[src/sip_pkg.sv]
// Shared types, constants and state encodings for the infection pressure block.
`timescale 1ns / 1ps
package sip_pkg;

  localparam int MAX_INFECTED_DEF = 256;
  localparam int COORD_W = 24;
  localparam int CFG_W = 24;
  localparam int COUNT_W = 16;
  localparam int TERM_W = 25;
  localparam int SUM_W = 32;
  localparam int PROB_W = 16;
  localparam int EXP_W = 33;
  localparam int ARG_W = 22;

  localparam logic [31:0] LN2_Q32 = 32'd2977044472;
  localparam logic [ARG_W-1:0] CLAMP_Q16 = 22'h200000;
  localparam logic [EXP_W-1:0] ONE_Q32 = 33'h1_0000_0000;

  typedef enum logic [1:0] {
    CMD_CLEAR = 2'd0,
    CMD_LOAD  = 2'd1,
    CMD_EVAL  = 2'd2
  } cmd_t;

  typedef enum logic [1:0] {
    REG_SCALE     = 2'd0,
    REG_WEIGHT    = 2'd1,
    REG_INTERCEPT = 2'd2,
    REG_SLOPE     = 2'd3
  } reg_idx_t;

  typedef struct packed {
    logic [CFG_W-1:0]        scale;
    logic [CFG_W-1:0]        weight;
    logic signed [CFG_W-1:0] intercept;
    logic signed [CFG_W-1:0] slope;
  } cfg_t;

  typedef struct packed {
    logic             start;
    logic [ARG_W-1:0] t;
  } exp_req_t;

  typedef enum logic [2:0] {
    E_IDLE, E_NDIV, E_MUL, E_KDIV, E_FIN
  } exp_state_t;

  typedef enum logic [3:0] {
    T_IDLE, T_SQ, T_SUM, T_ROOT, T_MUL, T_ARG, T_EXP, T_DIV, T_SCALE, T_DONE
  } term_state_t;

  typedef enum logic [2:0] {
    S_IDLE, S_READ, S_START, S_TERM, S_FINAL, S_FWAIT, S_POST
  } top_state_t;

endpackage

[src/sip_expneg.sv]
// Iterative exp(-t) unit: range reduction by ln2, then a twelve-term Horner series.
`timescale 1ns / 1ps
module sip_expneg
  import sip_pkg::*;
(
  input  logic             clk,
  input  logic             rst,
  input  exp_req_t         req,
  output logic             done,
  output logic [EXP_W-1:0] e
);

  exp_state_t state, state_next;

  logic [37:0] rem;
  logic [5:0]  n;
  logic [2:0]  ncnt;
  logic [32:0] v;
  logic [3:0]  k;
  logic [31:0] dvd;
  logic [31:0] quo;
  logic [3:0]  krem;
  logic [1:0]  kcnt;

  logic [37:0] lsh;
  logic [63:0] prod;
  logic [3:0]  kr_c;
  logic [31:0] dvd_c;
  logic [31:0] quo_c;
  logic [4:0]  r5;
  logic [ARG_W-1:0] tcl;

  assign tcl  = (req.t > CLAMP_Q16) ? CLAMP_Q16 : req.t;
  assign lsh  = 38'(LN2_Q32) << ncnt;
  assign prod = 64'(rem[31:0]) * 64'(v);

  // eight restoring steps by the small Horner divisor
  always_comb begin
    kr_c  = krem;
    dvd_c = dvd;
    quo_c = quo;
    r5    = '0;
    for (int i = 0; i < 8; i++) begin
      r5    = {kr_c, dvd_c[31]};
      dvd_c = {dvd_c[30:0], 1'b0};
      if (r5 >= {1'b0, k}) begin
        r5    = r5 - {1'b0, k};
        quo_c = {quo_c[30:0], 1'b1};
      end else begin
        quo_c = {quo_c[30:0], 1'b0};
      end
      kr_c = r5[3:0];
    end
  end

  always_comb begin
    state_next = state;
    done = 1'b0;
    e = v >> n;
    case (state)
      E_IDLE: if (req.start) state_next = E_NDIV;
      E_NDIV: if (ncnt == 3'd0) state_next = E_MUL;
      E_MUL:  state_next = E_KDIV;
      E_KDIV: begin
        if (kcnt == 2'd3) state_next = (k == 4'd1) ? E_FIN : E_MUL;
      end
      E_FIN: begin
        done = 1'b1;
        state_next = E_IDLE;
      end
      default: state_next = E_IDLE;
    endcase
  end

  always_ff @(posedge clk) begin
    if (rst) state <= E_IDLE;
    else state <= state_next;
  end

  always_ff @(posedge clk) begin
    case (state)
      E_IDLE: begin
        rem  <= {tcl, 16'b0};
        n    <= '0;
        ncnt <= 3'd5;
        v    <= ONE_Q32;
        k    <= 4'd12;
      end
      E_NDIV: begin
        if (rem >= lsh) begin
          rem     <= rem - lsh;
          n[ncnt] <= 1'b1;
        end
        ncnt <= ncnt - 3'd1;
      end
      E_MUL: begin
        dvd  <= prod[63:32];
        quo  <= '0;
        krem <= '0;
        kcnt <= '0;
      end
      E_KDIV: begin
        dvd  <= dvd_c;
        quo  <= quo_c;
        krem <= kr_c;
        kcnt <= kcnt + 2'd1;
        if (kcnt == 2'd3) begin
          v <= ONE_Q32 - {1'b0, quo_c};
          k <= k - 4'd1;
        end
      end
      default: ;
    endcase
  end

endmodule

[config.mk]
export PLATFORM = sky130hd
export DESIGN_NAME = sip_expneg
export DESIGN_NICKNAME = d
export VERILOG_FILES = /design/src/sip_pkg.sv /design/src/sip_expneg.sv
export SDC_FILE = /design/constraint.sdc
export NUM_CORES = 2
export LEC_CHECK = 0
export ABC_AREA = 1
export BUFFER_PORTS_ARGS = -buffer_cell sky130_fd_sc_hd__buf_2
export CELL_PAD_IN_SITES_DETAIL_PLACEMENT = 0
export CELL_PAD_IN_SITES_GLOBAL_PLACEMENT = 1
export CORE_MARGIN = 2
export CORE_UTILIZATION = 45
export CTS_CLUSTER_SIZE = 10
export DETAILED_ROUTE_END_ITERATION = 12
export MAX_ROUTING_LAYER = met4
export PLACE_DENSITY = 0.86
export RECOVER_POWER = 25
export SYNTH_ARGS = -nofsm -noshare
export SYNTH_HDL_FRONTEND = slang
export SYNTH_SLANG_ARGS = --single-unit
[constraint.sdc]
create_clock -name clk -period 26.2 [get_ports clk]
set_input_delay 5.24 -clock clk [delete_from_list [all_inputs] [get_ports clk]]
set_output_delay 5.24 -clock clk [all_outputs]
set_load 0.005 [all_outputs]
Word level (Yosys, flattened, before mapping)
Cells that the tools add are included.
{ "word_totals": {"ff_bits": 149, "input_bits": 25, "output_inout_bits": 34} }
{ "classes": {"add_sub_neg": 13, "mul": 1, "magnitude_cmp": 12, "eq_ne": 10, "shifts": 2, "muxes": 38, "n_bitwise": 1, "reduce_logical": 9} }
{ "op_table": {"columns": ["cell", "count"], "rows": [
  ["one-hot mux 38 bit (2 select lines)", 1],
  ["one-hot mux 33 bit (2 select lines)", 1],
  ["multiplier 32 x 33 -> 64 bit", 1],
  ["one-hot mux 32 bit (2 select lines)", 1],
  ["one-hot mux 24 bit (2 select lines)", 1],
  [">= comparator 5 x 4 -> 1 bit", 8],
  [">= comparator 38 bit", 1],
  ["two-way mux 38 bit", 1],
  ["<< shifter 32 x 3 -> 38 bit (first input constant)", 1],
  ["subtractor 38 bit", 1],
  ["two-way mux 4 bit", 9],
  ["two-way mux 33 bit", 1],
  [">> shifter 33 x 6 -> 33 bit", 1],
  ["subtractor 33 x 32 -> 33 bit (first input constant)", 1],
  ["subtractor 4 bit", 8],
  ["> comparator 22 bit (second input constant)", 1],
  ["two-way mux 22 bit", 1],
  ["one-hot mux 4 bit (2 select lines)", 2],
  ["two-way mux 3 bit", 4],
  ["one-hot mux 3 bit (4 select lines)", 1],
  ["one-hot mux 6 bit (2 select lines)", 1],
  ["two-way mux 1 bit", 10],
  ["!= test 2 bit (second input constant)", 4],
  ["== test 3 x 2 -> 1 bit (second input constant)", 2],
  ["other kinds (19)", 23]
]} }

Longest topological paths before layout
{ "depth": {"word_depth": 19, "ltp_mapped": 86, "ltp_nobuf": 85} }

Least setup slack after synthesis
Ideal clock, no wire load.
{ "synth_path": {"path_type": "reg2reg", "from": "register k[1]", "to": "register v[30], data pin", "arrival_time_ns": 11.917, "t_required_ns": 25.946, "path_slack_ns": 14.029, "stages_incl_launch_ff": 84, "n_path_buf": 1, "synth_period_minus_slack_ns": 12.171, "cell_sequence": "edfxtp_1 -> inv_1 -> ha_1 -> nand2_1 -> inv_1 -> nand2_1 -> nand2_2 -> nand2_4 -> nand2_4 -> nand2_1 -> nand2_1 -> inv_1 -> ha_1 -> nand2_1 -> nand2_1 -> nand2_1 -> nand2_1 -> a21oi_1 -> (+48 left out) -> nand2_1 -> o21ai_0 -> ha_1 -> nand2_1 -> nor2_1 -> a211oi_1 -> nand2_1 -> a21oi_1 -> nand3_4 -> buf_6 -> inv_2 -> ha_1 -> inv_1 -> nor2_2 -> nand2_1 -> nor2_1 -> nand3_1 -> o21a_1"} }
{ "synth_between": {"elab_chain_len": 19, "word_cells_on_any_way": 33} }
{ "synth_rtl": {"columns": ["element", "line_no", "rtl"], "rows": [
  ["start, declared", "sip_expneg.sv:19", "logic [3:0] k;"],
  ["start signal, assigned", "sip_expneg.sv:109", "k <= k - 4'd1;"],
  ["subtractor 4 bit / >= comparator 5 x 4 -> 1 bit (equally long branches)", "sip_expneg.sv:47, sip_expneg.sv:46", null],
  ["two-way mux 4 bit", "sip_expneg.sv:46", "if (r5 >= {1'b0, k}) begin"],
  ["subtractor 4 bit / >= comparator 5 x 4 -> 1 bit (equally long branches)", "sip_expneg.sv:47, sip_expneg.sv:46", null],
  ["two-way mux 4 bit", "sip_expneg.sv:46", null],
  ["subtractor 4 bit / >= comparator 5 x 4 -> 1 bit (equally long branches)", "sip_expneg.sv:47, sip_expneg.sv:46", null],
  ["two-way mux 4 bit", "sip_expneg.sv:46", null],
  [">= comparator 5 x 4 -> 1 bit / subtractor 4 bit (equally long branches)", "sip_expneg.sv:46, sip_expneg.sv:47", null],
  ["two-way mux 4 bit", "sip_expneg.sv:46", null],
  ["(+3 left out)", null, null],
  ["two-way mux 4 bit", "sip_expneg.sv:46", null],
  ["subtractor 4 bit / >= comparator 5 x 4 -> 1 bit (equally long branches)", "sip_expneg.sv:47, sip_expneg.sv:46", null],
  ["two-way mux 4 bit", "sip_expneg.sv:46", null],
  [">= comparator 5 x 4 -> 1 bit", "sip_expneg.sv:46", null],
  ["two-way mux 1 bit", "sip_expneg.sv:46", null],
  ["subtractor 33 x 32 -> 33 bit (*)", "sip_expneg.sv:108", "v <= ONE_Q32 - {1'b0, quo_c};"],
  ["two-way mux 33 bit (*)", "sip_expneg.sv:107", "if (kcnt == 2'd3) begin"],
  ["one-hot mux 33 bit (2 select lines) (*)", "sip_expneg.sv:81", "case (state)"],
  ["end signal, assigned", "sip_expneg.sv:108", null],
  ["end, declared", "sip_expneg.sv:18", "logic [32:0] v;"]
]} }
Mark *: on every way between the ends. The rest lies on a longest branch, timed or not. The select of a mux whose other input is x is not followed.
A chain may end at the register's enable or synchronous reset.

Worst setup path in the final report
Ends and elaborated chain as after synthesis.

==> summary.md <==
| Metric | Value |
|---|---|
| Deepest clock path buffer count | `2` |
| Crit path launch type | `flop` |
| Critical path required time | `26.52 ns` |
| Number of flops mapped to enable cells by yosys | `143` |
| CTS buffer count | `17` |
| Layout area overhead | `4.71%` |
| First-pass GRT wire length | `211000 um` |
| Final min period | `14.79 ns` |
| Cell Area, Synth | `43500 um2` |
| Sinks on Clock Net | `146` |
| Failing checks | `capacitance limit, slew limit` |
| Post-CTS Hold Buffers | `0` |
| Initial DRT Pass Iterations | `6` |
| Starting DRT DRC Count | `2760` |
| Final HPWL DP | `98400 um` |
| Starting density of the core | `45.6%` |
| Die X-Extent | `315 um` |
| Worst clock skew | `0.0275 ns` |
| Worst-Margin Slew | `3.21 ns` |
| Core Rows | `113` |
| Avg WL per Cell | `20.3 um` |
| Initial antenna violation count | `0` |
| Fmax | `67.6 MHz` |
| Max-cap viol count | `4` |
| GRT Overall Usage | `28.8%` |
| DRC violations left | `0` |
| Height of the die | `315 um` |
| Tcrit/Tclk final | `56.4%` |
| Max-slew violation count | `193` |
| RSZ-0062 raised after global routing | `false` |
| Setup CP Type | `reg -> reg` |
| Ys async rst share | `0%` |
| Die area | `99100 um2` |
| CTS H-tree lvls | `4` |
| Worst Path Buf+Inv | `7` |
| Endpoints failing setup | `0` |
| CTS root buffer | `clkbuf_16` |
| Routed Antenna Nets | `0` |
| Most used DFF post-synth | `edfxtp_1` |
| Crit-path max cell delay | `0.73 ns` |
| Sequential element share of the synthesized area | `10.0%` |
| Setup bufs post-CTS | `0` |
| Fill cells | `9433` |
| Share of cells above drive strength 1 | `4.32%` |
| Largest net degree at the start of global routing | `68` |
| Delay-heaviest family, CP | `compound AO/OA/AOI/OAI gates` |
| CP endpoint kind | `flop` |
| Critical path arrival | `15.11 ns` |
| Vias per Instance | `5.37` |
| Setup_tns | `0 ns` |
| Critical path peak fanout | `13` |
| Non-Filler Instances | `6596` |
| Crit-path most repeated cell | `nand2_1` |
| DRT Wirelength | `134000 um` |
| Synth warn | `0` |
| Critical-path top delay cell | `edfxtp_1` |
| Final #Nets | `6619` |
| Reg clk slew, reported paths | `0.07 ns` |
| R2R Setup Slk | `11.41 ns` |
| Post-cts resize count | `0` |
| Synth Register Bits | `146` |
| CTS tree | `done` |
| Clk Latency, worst-skew pair | `0.47 ns` |
| Slew margin rel. | `-114%` |
| Avg Cell Area, Syn | `8.00 um2` |
| Hold Crit Class | `reg -> reg` |
| Placed insts | `6563` |
| Status | `complete, but fails checks` |
| Fin. Hold Viols | `0` |
| Ports | `59` |
| Number of port buffers | `58` |
| DR vias | `35.4k` |
| Placer Congestion | `0.930` |
| Syn Inst Count | `5430` |
| GRT overflow | `0` |
| Netlist cell types | `60` |
| Core Region | `95300 um2` |
| Vias in the first global route | `36.9k` |
## worst register-to-register path, delay by kind of cell (launching register included)
| family | cells | cell delay, ns |
|---|---|---|
| simple gates | 33 | 4.28 |
| buf+inv | 7 | 1.10 |
| flops | 1 | 0.73 |
| fa+ha+maj | 9 | 2.78 |
| compound gates | 28 | 5.74 |
## final cells by class
cell class	instances	area, um2	share of cell area [%]
Antenna cell	2	5.00	0.0110
Clock buffer	17	425	0.935
Clock inverter	14	190	0.418
Inverter	1308	4910	10.8
Multi-Input combinational cell	3712	33200	73.0
Sequential cell	146	4350	9.57
Tap cell	1265	1580	3.48
Timing Repair Buffer	132	827	1.82
## per-stage QoR
step | setup WS (ns) | instance area, um2 | utilization [%] | hold WS [ns]
6_report | 11.41 | 45500 | 47.8 | 0.543
5_1_grt | 10.01 | 45500 | 47.8 | 0.559
4_1_cts | 11.39 | 45500 | 47.8 | 0.546
3_5_place_dp | 11.44 | 44900 | 47.1 | 0.525
3_3_place_gp | 11.67 | 44900 | 47.1 | 0.518
2_1_floorplan | 14.03 | 43500 | - | 0.495
## cells in the mapped netlist (all sizes together), types with 22 or more instances
cell type  number  share of area (%)
nand2        1422                 12
inv          1305                 11
fa            841                 39
ha            436                 13
nor2          233                2.1
clkbuf        225                1.9
o21ai         216                2.5
a21oi         173                2.0
edfxtp        143                9.9
nand3         116                1.5
buf            43               0.39
nor3           32               0.39
xor2           31               0.62
a31oi          23               0.33
xnor2          23               0.46
nand4          22               0.32
## flip-flops by register name, indices dropped and copies added, names as in the netlist
signal  count
rem        35
v          33
dvd        32
quo        24
n           6
k           4
krem        4
ncnt        3
state       3
kcnt        2
## cell families (layout without fill, tap and decap cells)
group / after synthesis / after routing / share of synthesized area, %
buf+inv: 1576 / 1471 / 13.6
fa+ha+maj: 1277 / 1277 / 51.3
simple gates: 1868 / 1868 / 17.4
flops: 146 / 146 / 10.0
other cells: 1 / 7 / 0.00863
compound gates: 506 / 506 / 6.54
xor+xnor: 54 / 54 / 1.09
mux: 2 / 2 / 0.0461
## cell usage in the layout (no fill, tap or decap), drive strengths merged, types with 116 or more instances in the layout
cell / n
buf: 127
inv: 1315
nand2: 1422
nor2: 233
a21oi: 173
edfxtp: 143
nand3: 116
fa: 841
ha: 436
o21ai: 216
## routing by layer
layer / up-vias / track usage [%] / routed length (um)
li1: 16000 / - / -
met1: 17800 / 37.5 / 55800
met2: 1365 / 46.2 / 62900
met3: 304 / 3.60 / 9980
met4: 0 / 10.5 / 5340
met5: - / - / 0
## final timing paths
check,start,endpoint,depth (start not counted)
max reg2reg,k[1]$_SDFFCE_PN0P_,v[30]$_SDFFCE_PN0P_,77
min,dvd[2]$_SDFFCE_PP0P_,dvd[10]$_DFFE_PP_,2
max,k[1]$_SDFFCE_PN0P_,v[30]$_SDFFCE_PN0P_,77
min reg2reg,dvd[2]$_SDFFCE_PP0P_,dvd[10]$_DFFE_PP_,2
Power is left out: the tool's default activity adds up to more than one toggle a clock period on the data nets, which glitch-free logic cannot reach.
